### src/hw/rtl/samd_pkg.sv
// Package for the six-axis admittance block: widths, reset values, register
// indexes, sequencer state type and lane control struct. No dependencies.
`timescale 1ns / 1ps
package samd_pkg;
    localparam int NUM_AXES      = 6;
    localparam int LIN_AXES      = 3;
    localparam int VALUE_W_DEF   = 32;
    localparam int REG_W         = 16;
    localparam int IDX_W         = 3;
    localparam int DEN_W         = 33;
    localparam int K_W           = 32;
    localparam logic [REG_W-1:0] MASS_LIN_RST = 16'd512;
    localparam logic [REG_W-1:0] MASS_ANG_RST = 16'd512;
    localparam logic [REG_W-1:0] DAMP_LIN_RST = 16'd2560;
    localparam logic [REG_W-1:0] DAMP_ANG_RST = 16'd5120;
    localparam logic [REG_W-1:0] RATE_RST     = 16'd500;

    typedef enum logic [IDX_W-1:0] {
        REG_MASS_LIN = 3'd0,
        REG_MASS_ANG = 3'd1,
        REG_DAMP_LIN = 3'd2,
        REG_DAMP_ANG = 3'd3,
        REG_RATE     = 3'd4
    } t_reg_idx;

    typedef enum logic [1:0] {
        ST_IDLE,
        ST_MUL,
        ST_DIV,
        ST_OUT
    } t_state;

    typedef struct packed {
        logic start;
        logic busy;
    } t_lane_ctl;
endpackage

### src/hw/rtl/samd_lane.sv
// One axis lane: sign-magnitude numerator build, then restoring division
// one quotient bit per cycle, then saturation. Depends on samd_pkg.
`timescale 1ns / 1ps
module samd_lane
    import samd_pkg::*;
#(
    parameter int VALUE_WIDTH = VALUE_W_DEF
) (
    input  logic                          i_clk,
    input  logic                          i_rst_n,
    input  t_lane_ctl                     i_ctl,
    input  logic [VALUE_WIDTH-1:0]        i_force,
    input  logic [VALUE_WIDTH-1:0]        i_prev,
    input  logic [K_W-1:0]                i_k,
    input  logic [DEN_W-1:0]              i_den,
    output logic [VALUE_WIDTH-1:0]        o_vel
);
    localparam int NUM_W = VALUE_WIDTH + K_W + 1;
    localparam int Q_W   = NUM_W;
    localparam int CNT_W = $clog2(NUM_W + 1);

    logic [NUM_W-1:0]       r_num, n_num;
    logic                   r_neg, n_neg;
    logic                   r_zero, n_zero;
    logic [DEN_W:0]         r_rem, n_rem;
    logic [Q_W-1:0]         r_q, n_q;
    logic [CNT_W-1:0]       r_cnt, n_cnt;
    logic [VALUE_WIDTH-1:0] r_vel, n_vel;

    logic                   f_neg, v_neg, neg_sel;
    logic [VALUE_WIDTH-1:0] f_mag, v_mag;
    logic [VALUE_WIDTH+K_W-1:0] prod;
    logic [NUM_W-1:0]       a_w, b_w, num_w;
    logic [DEN_W:0]         rem_sh;
    logic [VALUE_WIDTH-1:0] lim;

    always_comb begin
        f_neg = i_force[VALUE_WIDTH-1];
        v_neg = i_prev[VALUE_WIDTH-1];
        f_mag = f_neg ? (~i_force + 1'b1) : i_force;
        v_mag = v_neg ? (~i_prev + 1'b1) : i_prev;
        a_w = NUM_W'({f_mag, 8'd0});
        prod = v_mag * i_k;
        b_w = NUM_W'(prod);
        if (f_neg == v_neg) begin
            num_w = a_w + b_w;
            neg_sel = f_neg;
        end else if (a_w >= b_w) begin
            num_w = a_w - b_w;
            neg_sel = f_neg;
        end else begin
            num_w = b_w - a_w;
            neg_sel = v_neg;
        end
    end

    always_comb begin
        n_num  = r_num;
        n_neg  = r_neg;
        n_zero = r_zero;
        n_rem  = r_rem;
        n_q    = r_q;
        n_cnt  = r_cnt;
        n_vel  = r_vel;
        rem_sh = {r_rem[DEN_W-1:0], r_num[NUM_W-1]};
        lim = r_neg ? {1'b1, {(VALUE_WIDTH-1){1'b0}}} : {1'b0, {(VALUE_WIDTH-1){1'b1}}};
        if (i_ctl.start) begin
            n_num  = num_w;
            n_neg  = neg_sel;
            n_zero = (num_w == '0);
            n_rem  = '0;
            n_q    = '0;
            n_cnt  = CNT_W'(NUM_W);
        end else if (i_ctl.busy && r_cnt != '0) begin
            n_num = {r_num[NUM_W-2:0], 1'b0};
            n_cnt = r_cnt - 1'b1;
            if (rem_sh >= {1'b0, i_den}) begin
                n_rem = rem_sh - {1'b0, i_den};
                n_q   = {r_q[Q_W-2:0], 1'b1};
            end else begin
                n_rem = rem_sh;
                n_q   = {r_q[Q_W-2:0], 1'b0};
            end
            if (r_cnt == CNT_W'(1)) begin
                if (r_zero) begin
                    n_vel = '0;
                end else if (i_den == '0) begin
                    n_vel = lim;
                end else if (n_q > Q_W'(lim) || (n_q == Q_W'(lim) && !r_neg)) begin
                    n_vel = (n_q == Q_W'(lim) && !r_neg) ? lim : lim;
                end else begin
                    n_vel = r_neg ? (~n_q[VALUE_WIDTH-1:0] + 1'b1) : n_q[VALUE_WIDTH-1:0];
                end
            end
        end
    end

    always_ff @(posedge i_clk) begin
        if (!i_rst_n) begin
            r_cnt <= '0;
            r_vel <= '0;
        end else begin
            r_cnt <= n_cnt;
            r_vel <= n_vel;
        end
        r_num  <= n_num;
        r_neg  <= n_neg;
        r_zero <= n_zero;
        r_rem  <= n_rem;
        r_q    <= n_q;
    end

    assign o_vel = r_vel;
endmodule

### config.mk
export PLATFORM = sky130hd
export DESIGN_NAME = samd_lane
export DESIGN_NICKNAME = d
export VERILOG_FILES = /design/src/hw/rtl/samd_pkg.sv /design/src/hw/rtl/samd_lane.sv
export SDC_FILE = /design/constraint.sdc
export NUM_CORES = 2
export LEC_CHECK = 0
export ABC_AREA = 1
export BUFFER_PORTS_ARGS = -buffer_cell sky130_fd_sc_hd__buf_4
export CAP_MARGIN = 20
export CELL_PAD_IN_SITES_DETAIL_PLACEMENT = 1
export CELL_PAD_IN_SITES_GLOBAL_PLACEMENT = 1
export CORE_ASPECT_RATIO = 1.5
export CORE_MARGIN = 3
export CORE_UTILIZATION = 25
export DETAILED_ROUTE_END_ITERATION = 7
export PLACE_DENSITY = 0.55
export SLEW_MARGIN = 15
export SYNTH_ARGS = -nofsm -noshare
export SYNTH_HDL_FRONTEND = slang
export SYNTH_SLANG_ARGS = --single-unit
### constraint.sdc
create_clock -name i_clk -period 15.6 [get_ports i_clk]
set_input_delay 0.78 -clock i_clk [delete_from_list [all_inputs] [get_ports i_clk]]
set_output_delay 0.78 -clock i_clk [all_outputs]
set_load 0.05 [all_outputs]
==> metrics <==
Die Span Y=587 um; fillers=27,800; maxcap violations=0; Worst Slack Setup Final=1.78 ns; Setup Slack @ Placement=1.10 ns; non-filler instance count after layout=11,100; Most used DFF post-synth=dfxtp_1; RSZ-0062 raised after global routing=false; CP required=16.10 ns; Worst Path Max Fanout=30; average size of a mapped cell=6.95 sq um; Longest Clk Path Bufs=3; Nets=9,567; clk sink count=203; period utilization=88.6%; crit path time final=13.82 ns; CTS-repair resized insts=0; fraction of layout instances using a drive strength above 1=5.17%; WP data arrival=14.32 ns; RePlAce Congestion=0.932; Synth Net Count=9,548; startpoint types=input port; Mapped Cells=8,086; setup TNS=0 ns; DRC violations left=0; adder-cell area share of the yosys netlist=41.6%; Post-synth EDFFs=67; largest net degree at the start of global routing=78; total grt overflow=0; final WL=252,000 um; Simple-Gate Fraction of Synth Area=25.4%; initial antenna violation count=8; core region area=223,000 sq um; top-level port count=165; DP HPWL=216,000 um; clock tree from TritonCTS=yes; most frequent CP cell=nand2_1; Starting DRT DRC Count=2,187; GRT Util Overall=21.9%; first-pass GRT wire length=379,000 um; Num CTS Buffers=27; count of final setup violators=0; Rows=212; FMAX=0.0724 GHz; number of global-route vias before repair=59,500; clock slew at the register clock pins of the worst setup and hold paths=0.06 ns; remaining antenna violation count=0; Final Hold Fails=0; max-slew violations=0; Area Growth Syn to Fin=10.2%; clk_skew=0.0389 ns; register area share after synthesis=8.43%; Netlist cell types=59; DP Cell Count=11,100; Post-CTS Setup Bufs=0; CP Capture Type=flip-flop; die area=231,000 sq um; compound-cell area share of the yosys netlist=7.35%; Hold WC Path Type=flip-flop to flip-flop; Die Wd=393 um; drt pass-1 iters=5; slew margin rel.=22.5%; CTS Hold Bufs=0; H-Tree Depth=1; mux cell area share after synthesis=0%; critical path's largest stage delay=0.58 ns; YS warnings=0; synthesized cell area=56,200 sq um; largest family of logic cells by synthesized area=adder cells; Yosys reg bits=203; Vias/cell=4.71; XOR/XNOR share of the synthesized area=2.90%; WL/cell=22.6 um; Crit Path Category=input port to flip-flop; Async SR Flop Fraction=0%; DR vias=52,500; worst-margin pin slew=1.16 ns; status=finished, final reports clean; clk_lat worst skew=0.64 ns; clk root buf=clkbuf_16; # port buffers=164; CP max-delay cell=xor2_1; Initial Utilization=25.2%
-- cell families (layout without fill, tap and decap cells) --
logic type	Yosys count	in the layout
buf+inv	2131	2171
flops	203	203
fa+ha+maj	1329	1329
xor+xnor	186	186
other cells	0	9
simple gates	3501	3501
compound gates	736	736
-- sequential cells by signal, summed over array words and instances, names as in the netlist --
signal,count
r_zero,1
r_num,65
r_cnt,7
r_neg,1
r_q,64
r_rem,33
o_vel,32
-- Yosys cell counts (all sizes together) (7+ instances only) --
library cell | count | area (sq um)
a21boi | 11 | 82.6
a21o | 16 | 120
a21oi | 288 | 1440
a31oi | 62 | 388
and3 | 7 | 43.8
buf | 32 | 183
clkbuf | 255 | 957
clkinv | 32 | 120
dfxtp | 136 | 2720
edfxtp | 67 | 2010
fa | 899 | 18000
ha | 430 | 5380
inv | 1812 | 6800
nand2 | 1940 | 7350
nand3 | 291 | 1490
nand3b | 23 | 173
nand4 | 73 | 457
nor2 | 1039 | 3990
nor3 | 62 | 335
nor4 | 34 | 219
o211ai | 18 | 135
o21a | 11 | 82.6
o21ai | 216 | 1080
o21bai | 11 | 82.6
o22ai | 71 | 444
or2 | 22 | 138
xnor2 | 26 | 228
xor2 | 160 | 1400
-- per-stage QoR --
step	utilization (%)	hold WS, ns	instance area (sq um)
floorplan	-	0.452	56200
global placement	27.3	0.458	60900
detailed placement	27.3	0.460	61000
CTS	27.7	0.470	61900
global route	27.7	0.494	61900
finish	27.8	0.466	61900
-- worst paths after layout --
path	start	end	slack, ns	cells after the start
max	i_prev[2]	r_zero$_DFFE_PP_	1.78	72
min	o_vel[20]$_SDFFE_PN0P_	o_vel[20]$_SDFFE_PN0P_	0.47	2
max reg2reg	r_num[64]$_DFFE_PP_	o_vel[5]$_SDFFE_PN0P_	8.86	26
min reg2reg	o_vel[20]$_SDFFE_PN0P_	o_vel[20]$_SDFFE_PN0P_	0.47	2
-- critical path: cells and delay by family --
family          cells  cell delay, ns
simple gates       40            5.77
fa+ha+maj          10            4.89
buf+inv            19            2.01
xor+xnor            1            0.58
compound gates      2            0.23
-- metal layers --
layer	GRT usage (%)	vias up	wire [um]
li1	-	24300	-
met1	23.8	26800	93600
met2	41.3	941	133000
met3	2.09	427	8470
met4	11.6	2	16600
met5	0	-	13
-- layout by cell type (no fill, tap or decap), types with 136 or more instances in the layout --
| cell | count |
|---|---|
| xor2_1 | 160 |
| nand2_1 | 1916 |
| ha_1 | 430 |
| a21oi_1 | 288 |
| nand3_1 | 286 |
| nor2_1 | 1013 |
| inv_1 | 1801 |
| o21ai_0 | 212 |
| dfxtp_1 | 136 |
| buf_4 | 272 |
| fa_1 | 899 |
-- area by class of cell --
type	count	area, sq um	area share [%]
multi-input combinational	5752	43400	70.1
antenna	9	22.5	0.0364
timing repair buffer	277	2130	3.44
sequential	203	4730	7.65
inverter	1844	6920	11.2
clock inverter	15	166	0.269
tap	2996	3750	6.05
clock buffer	35	769	1.24
Power is not shown: default switching activity piles up to over one toggle a cycle in this logic, so the estimate is an artifact.
