[src/hw/rtl/samd_pkg.sv]
// Package for the six-axis admittance block: widths, reset values, register
// indexes, sequencer state type and lane control struct. No dependencies.
`timescale 1ns / 1ps
package samd_pkg;
    localparam int NUM_AXES      = 6;
    localparam int LIN_AXES      = 3;
    localparam int VALUE_W_DEF   = 32;
    localparam int REG_W         = 16;
    localparam int IDX_W         = 3;
    localparam int DEN_W         = 33;
    localparam int K_W           = 32;
    localparam logic [REG_W-1:0] MASS_LIN_RST = 16'd512;
    localparam logic [REG_W-1:0] MASS_ANG_RST = 16'd512;
    localparam logic [REG_W-1:0] DAMP_LIN_RST = 16'd2560;
    localparam logic [REG_W-1:0] DAMP_ANG_RST = 16'd5120;
    localparam logic [REG_W-1:0] RATE_RST     = 16'd500;

    typedef enum logic [IDX_W-1:0] {
        REG_MASS_LIN = 3'd0,
        REG_MASS_ANG = 3'd1,
        REG_DAMP_LIN = 3'd2,
        REG_DAMP_ANG = 3'd3,
        REG_RATE     = 3'd4
    } t_reg_idx;

    typedef enum logic [1:0] {
        ST_IDLE,
        ST_MUL,
        ST_DIV,
        ST_OUT
    } t_state;

    typedef struct packed {
        logic start;
        logic busy;
    } t_lane_ctl;
endpackage

[src/hw/rtl/samd_ctrl.sv]
// Configuration registers, shared mass*rate products and item sequencer.
// Depends on samd_pkg.
`timescale 1ns / 1ps
module samd_ctrl
    import samd_pkg::*;
#(
    parameter int VALUE_WIDTH = VALUE_W_DEF
) (
    input  logic             i_clk,
    input  logic             i_rst_n,
    input  logic             i_cfg_we,
    input  logic [IDX_W-1:0] i_cfg_idx,
    input  logic [REG_W-1:0] i_cfg_data,
    input  logic             i_in_fire,
    input  logic             i_out_fire,
    output t_lane_ctl        o_ctl,
    output logic             o_in_ready,
    output logic             o_out_valid,
    output logic [K_W-1:0]   o_k_lin,
    output logic [K_W-1:0]   o_k_ang,
    output logic [DEN_W-1:0] o_den_lin,
    output logic [DEN_W-1:0] o_den_ang
);
    localparam int NUM_W = VALUE_WIDTH + K_W + 1;
    localparam int CNT_W = $clog2(NUM_W + 2);

    logic [REG_W-1:0] r_ml, r_ma, r_dl, r_da, r_rate;
    logic [K_W-1:0]   r_kl, r_ka;
    t_state           r_st, n_st;
    logic [CNT_W-1:0] r_cnt, n_cnt;

    always_ff @(posedge i_clk) begin
        if (!i_rst_n) begin
            r_ml <= MASS_LIN_RST;
            r_ma <= MASS_ANG_RST;
            r_dl <= DAMP_LIN_RST;
            r_da <= DAMP_ANG_RST;
            r_rate <= RATE_RST;
        end else if (i_cfg_we) begin
            case (t_reg_idx'(i_cfg_idx))
                REG_MASS_LIN: r_ml <= i_cfg_data;
                REG_MASS_ANG: r_ma <= i_cfg_data;
                REG_DAMP_LIN: r_dl <= i_cfg_data;
                REG_DAMP_ANG: r_da <= i_cfg_data;
                REG_RATE:     r_rate <= i_cfg_data;
                default: ;
            endcase
        end
        r_kl <= r_ml * r_rate;
        r_ka <= r_ma * r_rate;
    end

    assign o_k_lin   = r_kl;
    assign o_k_ang   = r_ka;
    assign o_den_lin = DEN_W'(r_kl) + DEN_W'(r_dl);
    assign o_den_ang = DEN_W'(r_ka) + DEN_W'(r_da);

    always_comb begin
        n_st  = r_st;
        n_cnt = r_cnt;
        o_ctl = '0;
        case (r_st)
            ST_IDLE: if (i_in_fire) begin
                n_st = ST_MUL;
            end
            ST_MUL: begin
                o_ctl.start = 1'b1;
                n_cnt = CNT_W'(NUM_W);
                n_st  = ST_DIV;
            end
            ST_DIV: begin
                o_ctl.busy = 1'b1;
                n_cnt = r_cnt - 1'b1;
                if (r_cnt == CNT_W'(1)) n_st = ST_OUT;
            end
            ST_OUT: if (i_out_fire) begin
                n_st = ST_IDLE;
            end
            default: n_st = ST_IDLE;
        endcase
    end

    always_ff @(posedge i_clk) begin
        if (!i_rst_n) begin
            r_st  <= ST_IDLE;
            r_cnt <= '0;
        end else begin
            r_st  <= n_st;
            r_cnt <= n_cnt;
        end
    end

    assign o_in_ready  = (r_st == ST_IDLE);
    assign o_out_valid = (r_st == ST_OUT);
endmodule

[config.mk]
export PLATFORM = sky130hd
export DESIGN_NAME = samd_ctrl
export DESIGN_NICKNAME = d
export VERILOG_FILES = /design/src/hw/rtl/samd_pkg.sv /design/src/hw/rtl/samd_ctrl.sv
export SDC_FILE = /design/constraint.sdc
export NUM_CORES = 2
export LEC_CHECK = 0
export ABC_AREA = 1
export BUFFER_PORTS_ARGS = -buffer_cell sky130_fd_sc_hd__buf_2
export CAP_MARGIN = 30
export CELL_PAD_IN_SITES_DETAIL_PLACEMENT = 0
export CELL_PAD_IN_SITES_GLOBAL_PLACEMENT = 1
export CORE_ASPECT_RATIO = 0.75
export CORE_MARGIN = 1
export CORE_UTILIZATION = 47
export CTS_CLUSTER_SIZE = 10
export DETAILED_ROUTE_END_ITERATION = 16
export PLACE_DENSITY_LB_ADDON = 0.1
export SLEW_MARGIN = 20
export SYNTH_ARGS = -nofsm -noshare
export SYNTH_HDL_FRONTEND = slang
export SYNTH_SLANG_ARGS = --single-unit
[constraint.sdc]
create_clock -name i_clk -period 6.78 [get_ports i_clk]
set_input_delay 1.017 -clock i_clk [delete_from_list [all_inputs] [get_ports i_clk]]
set_output_delay 1.017 -clock i_clk [all_outputs]
set_load 0.01 [all_outputs]
==> impl_metrics.prom <==
# TYPE chip_impl_metric gauge
chip_impl_metric{name="global_route_wire_length_before_repair",unit="um"} 122000
chip_impl_metric{name="cp_slowest_stage_delay",unit="ns"} 0.77
chip_impl_metric{name="antenna_found_initial",unit=""} 1
chip_impl_metric{name="synthToLayoutAreaGrowth",unit="%"} 8.13
chip_impl_metric{name="vias_per_cell",unit=""} 4.73
chip_impl_info{name="worstSetupEndpoint",value="o_k_lin[29]"} 1
chip_impl_info{name="worst_hold_path_type",value="flop to flop"} 1
chip_impl_info{name="synth_commonest_cells",value="sky130_fd_sc_hd__nand2_1 (1,226), sky130_fd_sc_hd__inv_1 (995), sky130_fd_sc_hd__fa_1 (390)"} 1
chip_impl_metric{name="minimum_setup_slack_among_reg_to_reg_paths",unit="ns"} 0.93
chip_impl_metric{name="yosys.area.top_type_share",unit=""} 0.294
chip_impl_metric{name="cts.sinks",unit=""} 153
chip_impl_metric{name="drt-initial-drc-count",unit=""} 1275
chip_impl_metric{name="maxSlewHeadroom",unit=""} 0.374
chip_impl_info{name="synth_ff_type",value="sky130_fd_sc_hd__dfxtp_1"} 1
chip_impl_info{name="rsz0062_at_grt",value="false"} 1
chip_impl_metric{name="worst_ep_arrival_time",unit="ns"} 6.18
chip_impl_info{name="worst_setup_path_start_kind",value="flop"} 1
chip_impl_metric{name="route.final.wire_length",unit="um"} 73200
chip_impl_metric{name="postCtsHoldBufs",unit=""} 0
chip_impl_info{name="outcome",value="completed"} 1
chip_impl_metric{name="globalRouteTotalUtil",unit=""} 0.268
chip_impl_metric{name="gp_routability_congestion",unit=""} 0.881
chip_impl_metric{name="share_of_the_yosys_chip_area_belonging_to_registers",unit=""} 0.115
chip_impl_info{name="synth.top_cells.by_area",value="sky130_fd_sc_hd__fa_1 (29%), sky130_fd_sc_hd__nand2_1 (17%), sky130_fd_sc_hd__inv_1 (14%)"} 1
chip_impl_info{name="critical-path-slowest-cell",value="sky130_fd_sc_hd__dfxtp_1"} 1
chip_impl_metric{name="final_period_minus_worst_setup_slack",unit="ns"} 5.85
chip_impl_info{name="cp_cell_sequence",value="buf_4 -> nand2_1 -> fa_1 -> fa_1 -> fa_1 -> inv_1 -> fa_1 -> fa_1 -> inv_1 -> fa_1 -> inv_1 -> ha_1 -> nand2_1 -> inv_1 -> a21oi_1 -> nand3_1 -> nand2_1 -> nand3_1 -> nand2_1 -> nand2_1"} 1
chip_impl_metric{name="die_w",unit="um"} 276
chip_impl_metric{name="period_utilization_post_route",unit=""} 0.862
chip_impl_metric{name="post_synth_inst_count",unit=""} 3875
chip_impl_metric{name="fill_cells",unit=""} 5793
chip_impl_metric{name="power.density",unit="mW/mm^2"} 159
chip_impl_metric{name="share_of_async_settable_or_async_resettable_flops_after_synthesis",unit=""} 0
chip_impl_metric{name="postCtsSetupBuffers",unit=""} 0
chip_impl_metric{name="htree_num_levels",unit=""} 4
chip_impl_info{name="timing.critical_path.to_type",value="flop"} 1
chip_impl_metric{name="total_leakage_power",unit="uW"} 0.0179
chip_impl_metric{name="maxClockFrequency",unit="MHz"} 171
chip_impl_metric{name="route.antenna.remaining_nets",unit=""} 0
chip_impl_metric{name="tightestPinTransition",unit="ns"} 0.937
chip_impl_metric{name="final_core_utilization",unit=""} 0.514
chip_impl_info{name="crit_path_most_repeated_cell",value="sky130_fd_sc_hd__fa_1"} 1
chip_impl_metric{name="r2r.worst_path.cells",unit=""} 20
chip_impl_info{name="worstSetupPathType",value="flop to flop"} 1
chip_impl_metric{name="sequential_cell_area",unit="sq mm"} 0.00306
chip_impl_metric{name="synth_edf_count",unit=""} 0
chip_impl_metric{name="layout.nets",unit=""} 4623
chip_impl_metric{name="path_max_fanout",unit=""} 17
chip_impl_metric{name="io_buffer_count",unit=""} 157
chip_impl_metric{name="drt_pre_antenna_iters",unit=""} 5
chip_impl_metric{name="die_y",unit="um"} 208
chip_impl_metric{name="yosys.cell_types.count",unit=""} 36
chip_impl_metric{name="finalSetupTns",unit="ns"} 0
chip_impl_info{name="cts_tree",value="yes"} 1
chip_impl_metric{name="peakVddDrop",unit="uV"} 142
chip_impl_info{name="launch_point_of_the_worst_path",value="r_rate[1]"} 1
chip_impl_metric{name="ratio_of_cells_with_drive_above_1_in_the_final_layout",unit=""} 0.0732
chip_impl_metric{name="synth_nets",unit=""} 4535
chip_impl_metric{name="maximum_number_of_pins_on_one_net_before_global_route_repair",unit=""} 87
chip_impl_metric{name="mappedNetlistArea",unit="sq mm"} 0.0266
chip_impl_metric{name="initial_core_util",unit=""} 0.476
chip_impl_info{name="yosys.cell_count.top_type",value="sky130_fd_sc_hd__nand2_1"} 1
chip_impl_info{name="critical_path.reg2reg.startpoint",value="r_rate[1]"} 1
chip_impl_info{name="r2r-end",value="o_k_lin[29]"} 1
chip_impl_info{name="synth_largest_area_cell",value="sky130_fd_sc_hd__fa_1"} 1
chip_impl_metric{name="detailed_route_via_count",unit=""} 22300
chip_impl_metric{name="timing.final.hold_violations",unit=""} 0
chip_impl_metric{name="worstSkewPairLatency",unit="ns"} 0.46
chip_impl_metric{name="cap_viol_max_count",unit=""} 0
chip_impl_metric{name="seq_cells_post_synth",unit=""} 153
chip_impl_metric{name="route.detailed.wl_per_inst",unit="um"} 15.5
chip_impl_metric{name="grt_pass1_vias",unit=""} 22800
chip_impl_info{name="clock_tree.root_cell",value="sky130_fd_sc_hd__clkbuf_16"} 1
chip_impl_metric{name="setup_viol",unit=""} 0
chip_impl_metric{name="place_area",unit="sq mm"} 0.0281
chip_impl_metric{name="finish.instance_area",unit="sq mm"} 0.0287
chip_impl_metric{name="timing_max_transition_violations_final",unit=""} 0
chip_impl_metric{name="clk_pin_slew_worst_paths",unit="ns"} 0.07
chip_impl_metric{name="half_perimeter_wire_length_of_the_detailed_placement_result",unit="um"} 60600
chip_impl_metric{name="cp_data_required_time",unit="ns"} 7.12
chip_impl_metric{name="yosys_warnings",unit=""} 0
chip_impl_metric{name="syn_area_per_cell",unit="sq um"} 6.85
chip_impl_metric{name="skew",unit="ns"} 0.0191
chip_impl_metric{name="max-clock-path-buffers",unit=""} 2
chip_impl_metric{name="top_level_ports",unit=""} 158
chip_impl_metric{name="grt-ovfl-total",unit=""} 0
chip_impl_metric{name="drt_drc_violations_left",unit=""} 0
chip_impl_metric{name="multi_input_comb_area",unit="sq mm"} 0.0191
chip_impl_metric{name="cts_inserted_buffers",unit=""} 17
chip_impl_metric{name="ctsResizeCount",unit=""} 0
chip_impl_metric{name="power.total",unit="uW"} 4550
chip_impl_metric{name="coreArea",unit="sq mm"} 0.0558
chip_impl_metric{name="floorplan.rows",unit=""} 75
chip_impl_metric{name="floorplan.die_area",unit="sq mm"} 0.0575
## worst max-delay path: cells and delay by family, from the launching register on
family | cells | cell delay [ns]
AO/OA/AOI/OAI | 1 | 0.26
AND/OR/NAND/NOR | 7 | 0.82
adder cells (fa/ha/maj) | 7 | 3.38
buffers and inverters | 5 | 0.51
flip-flops | 1 | 0.77
## cells by family after synthesis
logic type / count (synthesis) / share of synthesized area
flops: 153 / 0.115
fa+ha+maj: 636 / 0.410
buf+inv: 1152 / 0.164
simple gates: 1712 / 0.258
xor+xnor: 67 / 0.0221
compound gates: 155 / 0.0307
## worst min path at each step
stage	startpoint	endpoint	slack, ns	cells after the start
after floorplan	r_da[10]	r_da[10]	0.43	2
after global placement	r_cnt[1]	r_cnt[1]	0.45	2
after detailed placement	r_cnt[1]	r_cnt[1]	0.46	2
after CTS	r_cnt[1]	r_cnt[1]	0.47	2
after global routing	r_cnt[1]	r_cnt[1]	0.50	2
final	r_cnt[2]	r_cnt[2]	0.47	2
## metal layers
metal  GRT usage  up-vias  part of all wire
met5           0        -                 0
met4      0.0574        0             0.019
met2       0.456      434              0.47
met1       0.366    10400              0.47
li1            -    11300                 -
met3      0.0322       69             0.042
## stage by stage
stage	worst slack [ns]	hold slack, ns	cells
floorplan	1.57	0.433	3875
finish	0.934	0.469	4707
global route	0.573	0.497	4707
CTS	0.934	0.471	4706
global placement	0.931	0.454	4675
detailed placement	0.958	0.460	4675
## power by group
part	internal [uW]	total, uW	switching (uW)
Combinational	830	2340	1510
Clock	562	1010	448
Sequential	1030	1210	181
Total	2420	4550	2140
## cell usage in the layout (no fill, tap or decap), types with 3 or more instances in the layout
cell type,Yosys,routed
sky130_fd_sc_hd__nand2_1,1226,1226
sky130_fd_sc_hd__inv_1,995,995
sky130_fd_sc_hd__fa_1,390,390
sky130_fd_sc_hd__nor2_1,265,265
sky130_fd_sc_hd__ha_1,246,246
sky130_fd_sc_hd__buf_2,4,157
sky130_fd_sc_hd__dfxtp_1,153,153
sky130_fd_sc_hd__nand3_1,127,127
sky130_fd_sc_hd__o21ai_0,81,81
sky130_fd_sc_hd__xor2_1,61,61
sky130_fd_sc_hd__buf_4,2,59
sky130_fd_sc_hd__a21oi_1,58,58
sky130_fd_sc_hd__nor3_1,31,31
sky130_fd_sc_hd__nand4_1,21,21
sky130_fd_sc_hd__clkbuf_16,0,17
sky130_fd_sc_hd__o21bai_1,10,10
sky130_fd_sc_hd__inv_2,10,10
sky130_fd_sc_hd__nand2_2,8,8
sky130_fd_sc_hd__nor2_2,7,7
sky130_fd_sc_hd__xnor2_1,6,6
sky130_fd_sc_hd__nand3_2,6,6
sky130_fd_sc_hd__inv_6,0,6
sky130_fd_sc_hd__nor3_2,5,5
sky130_fd_sc_hd__a21oi_2,3,3
sky130_fd_sc_hd__and2_1,3,3
## layout make-up
type	count	area share
multi-input combinational	2570	0.667
clock buffer	18	0.0153
antenna	1	0.0000871
clock inverter	13	0.00540
sequential	153	0.107
tap	731	0.0318
inverter	1005	0.131
timing repair buffer	216	0.0428
## flip-flops by register name, summed over array words and instances, names as in the netlist
| name | cells |
|---|---|
| r_ml | 16 |
| o_k_lin | 32 |
| r_da | 16 |
| r_st | 2 |
| r_dl | 16 |
| o_k_ang | 32 |
| r_rate | 16 |
| r_ma | 16 |
| r_cnt | 7 |
Note: power is estimated with default switching activity, not from simulation.
